**src/rtl/gda_pkg.sv**
```systemverilog
// Shared types and constants for the gamepad direction autorepeat block.
package gda_pkg;

  localparam int unsigned CMD_W       = 3;
  localparam int unsigned IN_TDATA_W  = 24;
  localparam int unsigned OUT_TDATA_W = 8;
  localparam int unsigned CFG_IDX_W   = 2;
  localparam int unsigned CFG_DATA_W  = 16;

  // Command codes on s_axis_tuser.
  localparam logic [2:0] CMD_TICK  = 3'd0;
  localparam logic [2:0] CMD_DOWN  = 3'd1;
  localparam logic [2:0] CMD_UP    = 3'd2;
  localparam logic [2:0] CMD_AXIS  = 3'd3;
  localparam logic [2:0] CMD_UNPLG = 3'd4;

  // Button codes.
  localparam logic [3:0] BTN_START      = 4'd4;
  localparam logic [3:0] BTN_DPAD_UP    = 4'd5;
  localparam logic [3:0] BTN_DPAD_RIGHT = 4'd8;

  localparam logic [1:0] AXIS_X = 2'd0;
  localparam logic [1:0] AXIS_Y = 2'd1;

  // Actions.
  localparam logic [2:0] ACT_DIR_KEY = 3'd5;
  localparam logic [2:0] ACT_FOCUS   = 3'd6;

  // Direction codes with "none" at zero: direction + 1.
  localparam logic [2:0] DCODE_NONE  = 3'd0;
  localparam logic [2:0] DCODE_UP    = 3'd1;
  localparam logic [2:0] DCODE_DOWN  = 3'd2;
  localparam logic [2:0] DCODE_LEFT  = 3'd3;
  localparam logic [2:0] DCODE_RIGHT = 3'd4;

  // Register indexes.
  localparam logic [1:0] REG_DELAY    = 2'd0;
  localparam logic [1:0] REG_INTERVAL = 2'd1;
  localparam logic [1:0] REG_THRESH   = 2'd2;
  localparam logic [1:0] REG_FOCUS    = 2'd3;

  localparam logic [15:0] RST_DELAY    = 16'd260;
  localparam logic [15:0] RST_INTERVAL = 16'd80;
  localparam logic [14:0] RST_THRESH   = 15'd18000;

  typedef enum logic [2:0] {
    K_TICK,
    K_FACE,
    K_DPAD_DN,
    K_DPAD_UP,
    K_AXIS_X,
    K_AXIS_Y,
    K_CLEAR
  } kind_e;

  typedef struct packed {
    kind_e       kind;
    logic [3:0]  arg;
    logic [15:0] value;
  } req_t;

  typedef struct packed {
    logic                  valid;
    logic [CFG_IDX_W-1:0]  idx;
    logic [CFG_DATA_W-1:0] data;
  } cfg_wr_t;

endpackage

```
**src/rtl/gamepad_direction_autorepeat.sv**
```systemverilog
// Top level of the gamepad direction autorepeat block.
//
// Input stream (s_axis_*): one gamepad event or millisecond tick per request,
// command on tuser. Output stream (m_axis_*): at most one action per input
// request, action on tuser, direction on tdata. Config channel (cfg_*): one
// register write per request, always ready; write only while the block is idle.
//
// Throughput: one input request per cycle while m_axis is not stalled. An accepted
// request passes the front classifier into the two-entry queue register, then the
// back end pops it and writes its result into the output register.
// The back end, which does all state updates as it pops a request, sets the rate.
//
// When m_axis_tready is low the result is held in the output register; the
// back end stops draining the queue, and s_axis_tready drops once the queue is
// full. Reset empties the queue, clears the tracking state, loads the register
// defaults (delay 260, interval 80, threshold 18000, direction keys).
module gamepad_direction_autorepeat #(
  parameter int unsigned COUNTER_BITS = 16,
  parameter int unsigned AXIS_BITS    = 16
) (
  input  logic                              clk_i,
  input  logic                              rst_ni,
  input  logic                              s_axis_tvalid,
  output logic                              s_axis_tready,
  // [3:0] button, [5:4] axis_id, [21:6] axis_value, [23:22] zero
  input  logic [gda_pkg::IN_TDATA_W-1:0]    s_axis_tdata,
  // [2:0] cmd
  input  logic [gda_pkg::CMD_W-1:0]         s_axis_tuser,
  output logic                              m_axis_tvalid,
  input  logic                              m_axis_tready,
  // [1:0] direction, [7:2] zero
  output logic [gda_pkg::OUT_TDATA_W-1:0]   m_axis_tdata,
  // [2:0] action
  output logic [2:0]                        m_axis_tuser,
  input  logic                              cfg_valid_i,
  output logic                              cfg_ready_o,
  input  logic [gda_pkg::CFG_IDX_W-1:0]     cfg_index_i,
  input  logic [gda_pkg::CFG_DATA_W-1:0]    cfg_data_i
);
  import gda_pkg::*;

  req_t    push_req, pop_req;
  logic    q_push, q_full, q_pop, q_empty;
  cfg_wr_t cfg_wr;

  assign cfg_ready_o  = 1'b1;
  assign cfg_wr.valid = cfg_valid_i;
  assign cfg_wr.idx   = cfg_index_i;
  assign cfg_wr.data  = cfg_data_i;

  gda_front u_front (
    .s_axis_tvalid (s_axis_tvalid),
    .s_axis_tready (s_axis_tready),
    .s_axis_tdata  (s_axis_tdata),
    .s_axis_tuser  (s_axis_tuser),
    .q_full_i      (q_full),
    .q_push_o      (q_push),
    .q_req_o       (push_req)
  );

  gda_fifo #(
    .WIDTH ($bits(req_t)),
    .DEPTH (2)
  ) u_fifo (
    .clk_i   (clk_i),
    .rst_ni  (rst_ni),
    .push_i  (q_push),
    .wdata_i (push_req),
    .full_o  (q_full),
    .pop_i   (q_pop),
    .rdata_o (pop_req),
    .empty_o (q_empty)
  );

  gda_back #(
    .COUNTER_BITS (COUNTER_BITS),
    .AXIS_BITS    (AXIS_BITS)
  ) u_back (
    .clk_i         (clk_i),
    .rst_ni        (rst_ni),
    .cfg_wr_i      (cfg_wr),
    .q_empty_i     (q_empty),
    .q_req_i       (pop_req),
    .q_pop_o       (q_pop),
    .m_axis_tvalid (m_axis_tvalid),
    .m_axis_tready (m_axis_tready),
    .m_axis_tdata  (m_axis_tdata),
    .m_axis_tuser  (m_axis_tuser)
  );

endmodule

```
**src/rtl/gda_front.sv**
```systemverilog
// Front end: takes input events and classifies them into requests.
module gda_front (
  input  logic                              s_axis_tvalid,
  output logic                              s_axis_tready,
  input  logic [gda_pkg::IN_TDATA_W-1:0]    s_axis_tdata,
  input  logic [gda_pkg::CMD_W-1:0]         s_axis_tuser,
  input  logic                              q_full_i,
  output logic                              q_push_o,
  output gda_pkg::req_t                     q_req_o
);
  import gda_pkg::*;

  logic [3:0]  button;
  logic [1:0]  axis_id;
  logic        keep;

  assign button  = s_axis_tdata[3:0];
  assign axis_id = s_axis_tdata[5:4];

  assign s_axis_tready = !q_full_i;
  assign q_push_o      = s_axis_tvalid && !q_full_i && keep;

  always_comb begin
    keep          = 1'b0;
    q_req_o.kind  = K_TICK;
    q_req_o.arg   = button;
    q_req_o.value = s_axis_tdata[21:6];
    case (s_axis_tuser)
      CMD_TICK: begin
        keep = 1'b1;
      end
      CMD_DOWN: begin
        if (button <= BTN_START) begin
          keep         = 1'b1;
          q_req_o.kind = K_FACE;
        end else if (button <= BTN_DPAD_RIGHT) begin
          keep         = 1'b1;
          q_req_o.kind = K_DPAD_DN;
          q_req_o.arg  = button - BTN_DPAD_UP;
        end
      end
      CMD_UP: begin
        if (button inside {[BTN_DPAD_UP:BTN_DPAD_RIGHT]}) begin
          keep         = 1'b1;
          q_req_o.kind = K_DPAD_UP;
          q_req_o.arg  = button - BTN_DPAD_UP;
        end
      end
      CMD_AXIS: begin
        if (axis_id == AXIS_X) begin
          keep         = 1'b1;
          q_req_o.kind = K_AXIS_X;
        end else if (axis_id == AXIS_Y) begin
          keep         = 1'b1;
          q_req_o.kind = K_AXIS_Y;
        end
      end
      CMD_UNPLG: begin
        keep         = 1'b1;
        q_req_o.kind = K_CLEAR;
      end
      default: begin
        keep = 1'b0;
      end
    endcase
  end

endmodule

```
**src/rtl/gda_fifo.sv**
```systemverilog
// Small register FIFO between the front and back ends.
module gda_fifo #(
  parameter int unsigned WIDTH = 8,
  parameter int unsigned DEPTH = 2
) (
  input  logic             clk_i,
  input  logic             rst_ni,
  input  logic             push_i,
  input  logic [WIDTH-1:0] wdata_i,
  output logic             full_o,
  input  logic             pop_i,
  output logic [WIDTH-1:0] rdata_o,
  output logic             empty_o
);
  localparam int unsigned PTR_W = (DEPTH > 1) ? $clog2(DEPTH) : 1;
  localparam int unsigned CNT_W = $clog2(DEPTH + 1);

  logic [WIDTH-1:0] mem_q [DEPTH];
  logic [PTR_W-1:0] wr_ptr_q, wr_ptr_d, rd_ptr_q, rd_ptr_d;
  logic [CNT_W-1:0] cnt_q, cnt_d;
  logic             do_push, do_pop;

  assign full_o  = (cnt_q == CNT_W'(DEPTH));
  assign empty_o = (cnt_q == '0);
  assign rdata_o = mem_q[rd_ptr_q];
  assign do_push = push_i && !full_o;
  assign do_pop  = pop_i && !empty_o;

  always_comb begin
    wr_ptr_d = wr_ptr_q;
    rd_ptr_d = rd_ptr_q;
    cnt_d    = cnt_q;
    if (do_push) begin
      wr_ptr_d = (wr_ptr_q == PTR_W'(DEPTH - 1)) ? '0 : wr_ptr_q + 1'b1;
    end
    if (do_pop) begin
      rd_ptr_d = (rd_ptr_q == PTR_W'(DEPTH - 1)) ? '0 : rd_ptr_q + 1'b1;
    end
    if (do_push && !do_pop) begin
      cnt_d = cnt_q + 1'b1;
    end else if (do_pop && !do_push) begin
      cnt_d = cnt_q - 1'b1;
    end
  end

  always_ff @(posedge clk_i or negedge rst_ni) begin
    if (!rst_ni) begin
      wr_ptr_q <= '0;
      rd_ptr_q <= '0;
      cnt_q    <= '0;
    end else begin
      wr_ptr_q <= wr_ptr_d;
      rd_ptr_q <= rd_ptr_d;
      cnt_q    <= cnt_d;
    end
  end

  always_ff @(posedge clk_i) begin
    if (do_push) begin
      mem_q[wr_ptr_q] <= wdata_i;
    end
  end

endmodule

```
**src/rtl/gda_back.sv**
```systemverilog
// Back end: direction tracking, autorepeat timing and the output register.
module gda_back #(
  parameter int unsigned COUNTER_BITS = 16,
  parameter int unsigned AXIS_BITS    = 16
) (
  input  logic                             clk_i,
  input  logic                             rst_ni,
  input  gda_pkg::cfg_wr_t                 cfg_wr_i,
  input  logic                             q_empty_i,
  input  gda_pkg::req_t                    q_req_i,
  output logic                             q_pop_o,
  output logic                             m_axis_tvalid,
  input  logic                             m_axis_tready,
  output logic [gda_pkg::OUT_TDATA_W-1:0]  m_axis_tdata,
  output logic [2:0]                       m_axis_tuser
);
  import gda_pkg::*;

  localparam int unsigned SH    = 16 - AXIS_BITS;
  localparam int unsigned CMP_W = (COUNTER_BITS > 16) ? COUNTER_BITS : 16;

  // Configuration
  logic [15:0] dly_q, ivl_q;
  logic [14:0] thr_q;
  logic        focus_q;

  always_ff @(posedge clk_i or negedge rst_ni) begin
    if (!rst_ni) begin
      dly_q   <= RST_DELAY;
      ivl_q   <= RST_INTERVAL;
      thr_q   <= RST_THRESH;
      focus_q <= 1'b0;
    end else if (cfg_wr_i.valid) begin
      case (cfg_wr_i.idx)
        REG_DELAY:    dly_q   <= cfg_wr_i.data;
        REG_INTERVAL: ivl_q   <= cfg_wr_i.data;
        REG_THRESH:   thr_q   <= cfg_wr_i.data[14:0];
        REG_FOCUS:    focus_q <= cfg_wr_i.data[0];
        default:      focus_q <= focus_q;
      endcase
    end
  end

  // State
  logic [1:0]                     held_q [4];
  logic [1:0]                     held_d [4];
  logic [2:0]                     cnt_q, cnt_d;
  logic signed [AXIS_BITS-1:0]    sx_q, sx_d, sy_q, sy_d;
  logic signed [AXIS_BITS-1:0]    sx_n, sy_n;
  logic [2:0]                     sdir_q, sdir_d, act_q, act_d;
  logic [COUNTER_BITS-1:0]        el_q, el_d;
  logic                           rep_q, rep_d;

  logic                           out_valid_q, out_valid_d;
  logic [2:0]                     out_act_q, out_act_d;
  logic [1:0]                     out_dir_q, out_dir_d;

  logic                           pop;
  logic                           emit;
  logic [2:0]                     emit_act;
  logic [1:0]                     emit_dir;
  logic                           recheck, stick_upd;
  logic [2:0]                     k;
  logic [2:0]                     want;
  logic [1:0]                     top_idx;
  logic [2:0]                     scode;
  logic signed [15:0]             narrowed;
  logic signed [AXIS_BITS:0]      xe, ye;
  logic [16:0]                    ax, ay, thr_s;
  logic [15:0]                    lim16;
  logic [CMP_W-1:0]               lim, cmax;

  assign pop      = !q_empty_i && (!out_valid_q || m_axis_tready);
  assign q_pop_o  = pop;
  assign narrowed = $signed(q_req_i.value) >>> SH;
  assign sx_n     = (pop && q_req_i.kind == K_AXIS_X) ? narrowed[AXIS_BITS-1:0] : sx_q;
  assign sy_n     = (pop && q_req_i.kind == K_AXIS_Y) ? narrowed[AXIS_BITS-1:0] : sy_q;
  assign xe       = {sx_n[AXIS_BITS-1], sx_n};
  assign ye       = {sy_n[AXIS_BITS-1], sy_n};
  assign ax       = 17'(xe[AXIS_BITS] ? -xe : xe);
  assign ay       = 17'(ye[AXIS_BITS] ? -ye : ye);
  assign thr_s    = {2'b00, thr_q} >> SH;
  assign cmax     = CMP_W'({COUNTER_BITS{1'b1}});
  assign emit_act = focus_q ? ACT_FOCUS : ACT_DIR_KEY;

  always_comb begin
    held_d    = held_q;
    cnt_d     = cnt_q;
    sx_d      = sx_q;
    sy_d      = sy_q;
    sdir_d    = sdir_q;
    act_d     = act_q;
    el_d      = el_q;
    rep_d     = rep_q;
    emit      = 1'b0;
    out_act_d = out_act_q;
    emit_dir  = 2'd0;
    recheck   = 1'b0;
    stick_upd = 1'b0;
    k         = 3'd0;
    want      = DCODE_NONE;
    top_idx   = 2'd0;
    scode     = DCODE_NONE;
    lim16     = rep_q ? ivl_q : dly_q;
    lim       = '0;
    if (pop) begin
      case (q_req_i.kind)
        K_TICK: begin
          if (act_q != DCODE_NONE) begin
            if (el_q != {COUNTER_BITS{1'b1}}) begin
              el_d = el_q + 1'b1;
            end
            if (lim16 == 16'd0) begin
              lim16 = 16'd1;
            end
            lim = CMP_W'(lim16);
            if (lim > cmax) begin
              lim = cmax;
            end
            if (CMP_W'(el_d) >= lim) begin
              el_d      = '0;
              rep_d     = 1'b1;
              emit      = 1'b1;
              out_act_d = emit_act;
              emit_dir  = 2'(act_q - 3'd1);
            end
          end
        end
        K_FACE: begin
          emit      = 1'b1;
          out_act_d = q_req_i.arg[2:0];
        end
        K_DPAD_DN, K_DPAD_UP: begin
          for (int i = 0; i < 4; i++) begin
            if (3'(i) < cnt_q && held_q[i] != q_req_i.arg[1:0]) begin
              held_d[k[1:0]] = held_q[i];
              k              = k + 3'd1;
            end
          end
          cnt_d = k;
          if (q_req_i.kind == K_DPAD_DN && k < 3'd4) begin
            held_d[k[1:0]] = q_req_i.arg[1:0];
            cnt_d          = k + 3'd1;
          end
          recheck = 1'b1;
        end
        K_AXIS_X: begin
          sx_d      = sx_n;
          stick_upd = 1'b1;
        end
        K_AXIS_Y: begin
          sy_d      = sy_n;
          stick_upd = 1'b1;
        end
        K_CLEAR: begin
          cnt_d  = 3'd0;
          sx_d   = '0;
          sy_d   = '0;
          sdir_d = DCODE_NONE;
          act_d  = DCODE_NONE;
          el_d   = '0;
          rep_d  = 1'b0;
        end
        default: begin
          emit = 1'b0;
        end
      endcase
    end

    if (stick_upd) begin
      if (ax > ay && ax > thr_s) begin
        scode = sx_d[AXIS_BITS-1] ? DCODE_LEFT : DCODE_RIGHT;
      end else if (ay > thr_s) begin
        scode = sy_d[AXIS_BITS-1] ? DCODE_UP : DCODE_DOWN;
      end
      if (scode != sdir_q) begin
        sdir_d  = scode;
        recheck = 1'b1;
      end
    end

    if (recheck) begin
      top_idx = 2'(cnt_d - 3'd1);
      want    = (cnt_d != 3'd0) ? {1'b0, held_d[top_idx]} + 3'd1 : sdir_d;
      if (want != act_q) begin
        act_d = want;
        el_d  = '0;
        rep_d = 1'b0;
        if (want != DCODE_NONE) begin
          emit      = 1'b1;
          out_act_d = emit_act;
          emit_dir  = 2'(want - 3'd1);
        end
      end
    end

    out_valid_d = out_valid_q && !m_axis_tready;
    out_dir_d   = out_dir_q;
    if (emit) begin
      out_valid_d = 1'b1;
      out_dir_d   = emit_dir;
    end
  end

  always_ff @(posedge clk_i or negedge rst_ni) begin
    if (!rst_ni) begin
      cnt_q       <= 3'd0;
      sx_q        <= '0;
      sy_q        <= '0;
      sdir_q      <= DCODE_NONE;
      act_q       <= DCODE_NONE;
      el_q        <= '0;
      rep_q       <= 1'b0;
      out_valid_q <= 1'b0;
    end else begin
      cnt_q       <= cnt_d;
      sx_q        <= sx_d;
      sy_q        <= sy_d;
      sdir_q      <= sdir_d;
      act_q       <= act_d;
      el_q        <= el_d;
      rep_q       <= rep_d;
      out_valid_q <= out_valid_d;
    end
  end

  always_ff @(posedge clk_i) begin
    held_q    <= held_d;
    out_act_q <= out_act_d;
    out_dir_q <= out_dir_d;
  end

  assign m_axis_tvalid = out_valid_q;
  assign m_axis_tuser  = out_act_q;
  assign m_axis_tdata  = {{(OUT_TDATA_W - 2){1'b0}}, out_dir_q};

endmodule

```
**config.mk**
```make
export PLATFORM = sky130hd
export DESIGN_NAME = gamepad_direction_autorepeat
export DESIGN_NICKNAME = d
export VERILOG_FILES = /design/src/rtl/gda_pkg.sv /design/src/rtl/gamepad_direction_autorepeat.sv /design/src/rtl/gda_front.sv /design/src/rtl/gda_fifo.sv /design/src/rtl/gda_back.sv
export SDC_FILE = /design/constraint.sdc
export NUM_CORES = 1
export LEC_CHECK = 0
export BUFFER_PORTS_ARGS = -buffer_cell sky130_fd_sc_hd__buf_2
export CAP_MARGIN = 0
export CORE_MARGIN = 3
export CORE_UTILIZATION = 40
export DETAILED_ROUTE_END_ITERATION = 10
export PLACE_DENSITY = 0.55
export SETUP_SLACK_MARGIN = 0.1
export SLEW_MARGIN = 20
export SYNTH_ARGS = -nofsm -noshare
export SYNTH_HDL_FRONTEND = slang
export SYNTH_SLANG_ARGS = --single-unit
```
**constraint.sdc**
```tcl
create_clock -name clk_i -period 10.06 [get_ports clk_i]
set_input_delay 1.006 -clock clk_i [delete_from_list [all_inputs] [get_ports clk_i]]
set_output_delay 1.006 -clock clk_i [all_outputs]
set_load 0.05 [all_outputs]
```
Word level (Yosys, flattened, before mapping)
Memory sizes are Yosys's and may differ from the RTL's.
Index checks and enable logic that the tools add are counted.
Word-level totals
  register bits after elaboration: 124
  memory bits (writable): 46
  input port bits: 50
  output and inout port bits: 14
  logic and storage cells: 278
  memories kept: 1
Memories
  u_fifo.mem_q: words 2, width 23, rd ports 1, clocked after memory_dff 0, wr ports 1, RTL line gda_fifo.sv:18  | logic [WIDTH-1:0] mem_q [DEPTH];
Operators by class
  add/sub/neg operators: 16
  order comparisons: 22
  equality and inequality tests: 22
  mux-type cells: 140
  bitwise gates (word level): 5
  reduce and logical (&&, ||, !) cells: 49
Operator list (number)
  $mux W16: 22
  $mux W3: 34
  $mux W8: 12
  $pmux W16 S2: 3
  $mux W2: 20
  $gt A17 B15 Y1: 2
  $mux W17: 2
  $neg A16 Y17: 2
  $bwmux W8: 4
  $mux W1: 28
  $logic_and A1 B1 Y1: 21
  $gt A17 B17 Y1: 1
  $add A16 B1 Y16 const B: 1
  $demux W2 S2: 4
  $ge A16 B16 Y1: 1
  $gt A16 B16 Y1 const B: 1
  $logic_not A16 Y1: 1
  $ne A16 B16 Y1 const B: 1
  $ge A3 B3 Y1 const B: 5
  $not A2 Y3: 5
  $add A3 B1 Y3 const B: 4
  $eq A3 B2 Y1 const B: 4
  $eq A3 B3 Y1 const B: 4
  $lt A3 B1 Y1 const B: 4
  32 further kinds: 68

Depth between registers and ports, before layout
An unclocked memory read counts as a cell.
  depth after elaboration: 37
  mapped depth: 32
  depth with buffers taken out: 27

Modules after synthesis
A second synthesis with hierarchy kept.
Unflattened totals
  cell total of the unflattened synthesis: 1150
  area total of the unflattened synthesis: 11539.8 sq um
Modules (own cells, without submodules)
  gda_back: instances 1, cells an instance 992, area each 9093.7 sq um, seq. area each 2969.1 sq um
  gda_fifo: instances 1, cells an instance 91, area each 1959.4 sq um, seq. area each 1481.4 sq um
  gda_front: instances 1, cells an instance 65, area each 475.5 sq um, seq. area each 0.0 sq um
  gamepad_direction_autorepeat: instances 1, cells an instance 2, area each 11.3 sq um, seq. area each 0.0 sq um

Least setup slack after synthesis
Ideal clock, no wire load.
  path type: input port to flip-flop
  start: input m_axis_tready
  end: register u_back.out_dir_q[0], enable pin
  library setup time: 0.253 ns
  arrival: 6.704 ns
  required time: 9.807 ns
  path slack: 3.103 ns
  stages on the path: 28
  buffers on the path: 3
  cell sequence: nor2b_1 > nor4_4 > nand2_2 > clkbuf_1 > clkbuf_1 > clkbuf_1 > nor2_1 > a21oi_1 > ha_1 > nand3b_1 > a21oi_1 > nor2b_1 > a21oi_1 > xnor2_1 > ha_1 > a21o_1 > a221o_1 > a211oi_1 > a211o_1 > a21o_1 > mux2_4 > mux2i_4 > nor2_1 > mux2_1 > mux2i_1 > ha_1 > a221oi_2 > or2_1
Between the ends
  cells in the longest elaborated chain, start to end: 18
  elaborated cells on any way between the ends: 47
  those cells by class: add/sub (4); order compare (3); eq/ne (2); mux (30); bitwise (1); reduce/logical (7)
Ends and longest elaborated chain
  from (decl): RTL line gamepad_direction_autorepeat.sv:30  | input logic m_axis_tready,
  $logic_or A1 B1 Y1 (*): RTL line gda_back.sv:73  | assign pop = !q_empty_i && (!out_valid_q || m_axis_tready);
  $logic_and A1 B1 Y1 (*): RTL line gda_back.sv:73
  $logic_and A1 B1 Y1 (on tied branches): RTL line gda_back.sv:77, gda_back.sv:76
  $mux W16 (on tied branches): RTL line gda_back.sv:77, gda_back.sv:76
  $neg A16 Y17, or another cell as far along: RTL line gda_back.sv:81  | assign ay = 17'(ye[AXIS_BITS] ? -ye : ye);
  $mux W17, or another cell as far along: RTL line gda_back.sv:81
  $gt A17 B15 Y1, or another cell as far along: RTL line gda_back.sv:173  | end else if (ay > thr_s) begin
  $mux W3 or $logic_and A1 B1 Y1 (tied branches): RTL line gda_back.sv:173, gda_back.sv:171
  (+4 left out)
  $mux W3 (*): RTL line gda_back.sv:170  | if (stick_upd) begin
  via u_back.sdir_d[0]: RTL line gda_back.sv:50  | logic [2:0] sdir_q, sdir_d, act_q, act_d;
  $mux W3 (*): RTL line gda_back.sv:184  | want = (cnt_d != 3'd0) ? {1'b0, held_d[top_idx]} + 3'd1 : sdir_d;
  $reduce_bool A3 Y1: RTL line gda_back.sv:189  | if (want != DCODE_NONE) begin
  $mux W1: RTL line gda_back.sv:189
  $mux W1 (*): RTL line gda_back.sv:185  | if (want != act_q) begin
  $mux W1 (*): RTL line gda_back.sv:182  | if (recheck) begin
  via u_back.emit: RTL line gda_back.sv:59  | logic emit;
  to (signal assigned): RTL line gda_back.sv:230  | out_dir_q <= out_dir_d;
  to (decl): RTL line gda_back.sv:56  | logic [1:0] out_dir_q, out_dir_d;
Mark *: on every way through the listed nets, which the timed path passes. The rest lies on a longest branch. The select of a mux whose other input is x is not followed.
A chain may end at the register's enable or synchronous reset.

Worst setup path in the final report
  start: register u_fifo.rd_ptr_q
  end: register u_back.out_dir_q[0], enable pin
Between the ends
  elaborated cells on any way between the ends: 126
  those cells by class: add/sub (8); order compare (12); eq/ne (12); mux (71); bitwise (5); reduce/logical (17); memory (1)
RTL lines
  from (decl): RTL line gda_fifo.sv:19  | logic [PTR_W-1:0] wr_ptr_q, wr_ptr_d, rd_ptr_q, rd_ptr_d;
  from (signal assigned): RTL line gda_fifo.sv:53  | rd_ptr_q <= rd_ptr_d;
  $mem_v2 Z2 W23 (*)
  $eq A3 B3 Y1 (on tied branches): RTL line gda_back.sv:77, gda_back.sv:107, gda_back.sv:76
  $logic_and A1 B1 Y1 (on tied branches): RTL line gda_back.sv:77, gda_back.sv:76
  $mux W16 (on tied branches): RTL line gda_back.sv:77, gda_back.sv:76
  $neg A16 Y17, or another cell as far along: RTL line gda_back.sv:81
  $mux W17, or another cell as far along: RTL line gda_back.sv:81
  $gt A17 B15 Y1, or another cell as far along: RTL line gda_back.sv:173
  $mux W3 or $logic_and A1 B1 Y1 (tied branches): RTL line gda_back.sv:173, gda_back.sv:171
  (+4 left out)
  $mux W3 (*): RTL line gda_back.sv:170
  via u_back.sdir_d[0]: RTL line gda_back.sv:50
  $mux W3 (*): RTL line gda_back.sv:184
  $reduce_bool A3 Y1: RTL line gda_back.sv:189
  $mux W1: RTL line gda_back.sv:189
  $mux W1 (*): RTL line gda_back.sv:185
  $mux W1 (*): RTL line gda_back.sv:182
  via u_back.emit: RTL line gda_back.sv:59
Marked as above.

==> impl_metrics.env <==
export IMPL_critPathRequiredTime_ps=10200
export IMPL_insertion_delay_ps=440
export IMPL_ys_types=88
export IMPL_rows=60
export IMPL_synth_edf_count=46
export IMPL_synth_compound_area_frac=0.158
export IMPL_routed_via_density=5.51
export IMPL_cts_buffer_depth=2
export IMPL_cp_startpoint="u_fifo.rd_ptr_q"
export IMPL_post_route_util=0.460
export IMPL_drt_total_wl_um=28300
export IMPL_cp_arrival_ps=7960
export IMPL_nNetsFinal=1352
export IMPL_synth_area_top_cells="dfrtp_1 (23%), edfxtp_1 (12%), ha_1 (9.2%), mux2_2 (5.5%), nor2_1 (4.5%)"
export IMPL_firstDrtPassIters=5
export IMPL_grt_usage=0.190
export IMPL_power_density_nw_per_um2=309
export IMPL_cts_tree="done"
export IMPL_ios=64
export IMPL_fin_crit_sh=0.777
export IMPL_end_kind="flop"
export IMPL_synthArstFlopShare=0.661
export IMPL_wl_per_cell_um=17.7
export IMPL_hp_start="u_back.dly_q[6]"
export IMPL_drc=0
export IMPL_ant_nets=0
export IMPL_n_fill_cell=2708
export IMPL_synth_seq_cells=168
export IMPL_synth_adder_area_share=0.0919
export IMPL_grt_overflow_total=0
export IMPL_drv_cap=0
export IMPL_multiInputGateArea_um2=6470
export IMPL_dieArea_um2=30300
export IMPL_report_final_slew_viol_count=0
export IMPL_cts_setup_buffers=0
export IMPL_port_buffers=54
export IMPL_synth_cells=1174
export IMPL_syn_to_final_growth_pct=11.2
export IMPL_period_needed_ps=7820
export IMPL_yosysTopAreaCellShare=0.226
export IMPL_critPathKind="reg -> reg"
export IMPL_synth_xor_area_share=0.0486
export IMPL_crit_fanout=40
export IMPL_grt_max_degree=73
export IMPL_muxShareOfSynthArea=0.111
export IMPL_die_h_um=174
export IMPL_netlist_area_um2=11300
export IMPL_ys_warn_count=0
export IMPL_htreeDepth=4
export IMPL_start_util=0.413
export IMPL_seqCellArea_um2=4390
export IMPL_tightest_slew_ps=1000
export IMPL_syn_area_per_cell_um2=9.62
export IMPL_antennaDiodeCount=0
export IMPL_worstSetupStartpointType="flop"
export IMPL_clkTransAtPathRegs_ps=70
export IMPL_max_slew_margin=0.314
export IMPL_cts_resized=0
export IMPL_grt_pass1_vias=8487
export IMPL_hold_path_class="reg -> reg"
export IMPL_dp_hpwl_um=21700
export IMPL_numCtsBuffers=17
export IMPL_synth_most_common_cell="nor2_1"
export IMPL_grt_pass1_wl_um=46300
export IMPL_gp_congestion=0.865
export IMPL_vias=8837
export IMPL_skew_ps=12.6
export IMPL_ys_flop_type="dfrtp_1"
export IMPL_finalSetupViolCount=0
export IMPL_core_area_um2=27300
export IMPL_cts_hold_fix_buffers=0
export IMPL_r2r_start="u_fifo.rd_ptr_q"
export IMPL_synth_top_family_by_area="simple AND/OR/NAND/NOR gates"
export IMPL_cts_root_buf="clkbuf_16"
export IMPL_fmax_mhz=128
export IMPL_drt_initial_drc_count=665
export IMPL_hold_viol_final=0
export IMPL_clock_sinks=168
export IMPL_ir_drop_mv=0.142
export IMPL_status="finished clean"
export IMPL_antenna_found_initial=0
export IMPL_ys_top_cells_by_count="nor2_1 (134), dfrtp_1 (102), a21oi_1 (83), ha_1 (83), nand2_1 (79)"
export IMPL_synth_seq_area_share=0.389
export IMPL_p_leak_uw=0.00547
export IMPL_yosys_area_top_type="dfrtp_1"
export IMPL_drive_above_1_share=0.157
export IMPL_stdcell_count=1604
export IMPL_die_x_um=174
export IMPL_dp_cells=1572
export IMPL_synthSimpleGateAreaFrac=0.160
export IMPL_rsz0062_at_grt="no"
export IMPL_finalSetupTns_ps=0
## sequential cells by signal, indices dropped and copies added (netlist names), 2 cells and up
name                 flops
u_back.act_q             3
u_back.cnt_q             3
u_back.dly_q            16
u_back.el_q             16
u_back.held_q            8
u_back.ivl_q            16
u_back.m_axis_tuser      3
u_back.out_dir_q         2
u_back.sdir_q            3
u_back.sx_q             16
u_back.sy_q             16
u_back.thr_q            15
u_fifo.cnt_q             2
u_fifo.mem_q            44
## layout by cell type, fill, tap and decap left out, drive strengths merged, types with 6 or more instances in the layout
cell	synthesis	routed
a22oi	13	13
buf	18	63
nand4	27	27
dfrtp	102	102
nand2b	14	14
a21o	31	31
dfxtp	11	11
mux2i	50	50
and3	9	9
a31oi	9	9
inv	67	68
o31ai	7	7
nand3	33	33
nand3b	7	7
ha	83	83
or2	6	6
clkbuf	26	24
nor3	18	18
a211oi	14	14
nor4	9	9
a21oi	84	84
o32ai	6	6
xnor2	39	39
nor2	134	134
dfstp	9	9
conb	2	9
nand2	80	80
mux2	58	58
edfxtp	46	46
nor2b	7	7
xor2	21	21
and2	10	10
o21ai	44	44
or3	10	10
## per-layer routing
metal | GRT usage | share of wire
met1 | 0.281 | 0.50
met4 | 0.0509 | 0.017
met5 | 0 | 0
met3 | 0.0304 | 0.041
met2 | 0.288 | 0.44
## per-stage QoR
| step | hold WS [ps] | total power (uW) | setup WS, ps | cell area [um2] |
|---|---|---|---|---|
| global route | 521 | 4210 | 1450 | 12600 |
| floorplan | 460 | 2630 | 3100 | 11300 |
| detailed placement | 489 | 3160 | 2190 | 11900 |
| finish | 504 | 3880 | 2240 | 12600 |
| global placement | 488 | 3120 | 2180 | 11900 |
| CTS | 509 | 3890 | 2280 | 12600 |
## path summary, 6_finish.rpt
path,end,slack [ps],cells after the start
max in group asynchronous,u_back.act_q[0],8080,2
min in group asynchronous,u_back.sx_q[4],570,1
min,u_back.dly_q[6],500,1
min reg2reg,u_back.dly_q[6],500,1
max,u_back.out_dir_q[0],2240,25
max reg2reg,u_back.out_dir_q[0],2240,25
## report_power, final
group | internal, uW | total [uW] | switching (uW)
Combinational | 853 | 2160 | 1310
Sequential | 865 | 996 | 131
Clock | 426 | 715 | 289
## cell families after synthesis
family / after synthesis
other cells: 2
fa+ha+maj: 83
buf+inv: 111
xor+xnor: 61
compound gates: 265
simple gates: 374
flops: 168
mux: 110
## critical path, stage by stage, from the launching register on
cell	delay, ps
dfrtp_2	540
buf_4	510
mux2_2	280
nand4_1	400
nor2_1	910
nand2_1	110
a21boi_0	300
nand2_1	130
o21ai_0	270
nand2_1	170
nor2_1	250
xor2_1	120
ha_1	310
nand3_1	100
o221ai_1	250
a21oi_1	120
a211oi_1	500
o31ai_1	150
a211o_1	320
a211oi_2	270
nor2_1	120
mux2_1	240
mux2i_1	120
ha_1	260
a221oi_2	530
or2_1	230
## layout make-up
type / count / area share
tap: 372 / 0.0371
timing repair buffer: 63 / 0.0271
clock buffer: 24 / 0.0426
multi-input combinational: 902 / 0.515
clock inverter: 8 / 0.00847
inverter: 67 / 0.0200
sequential: 168 / 0.350
No activity file was read; power rests on OpenSTA's default activity.
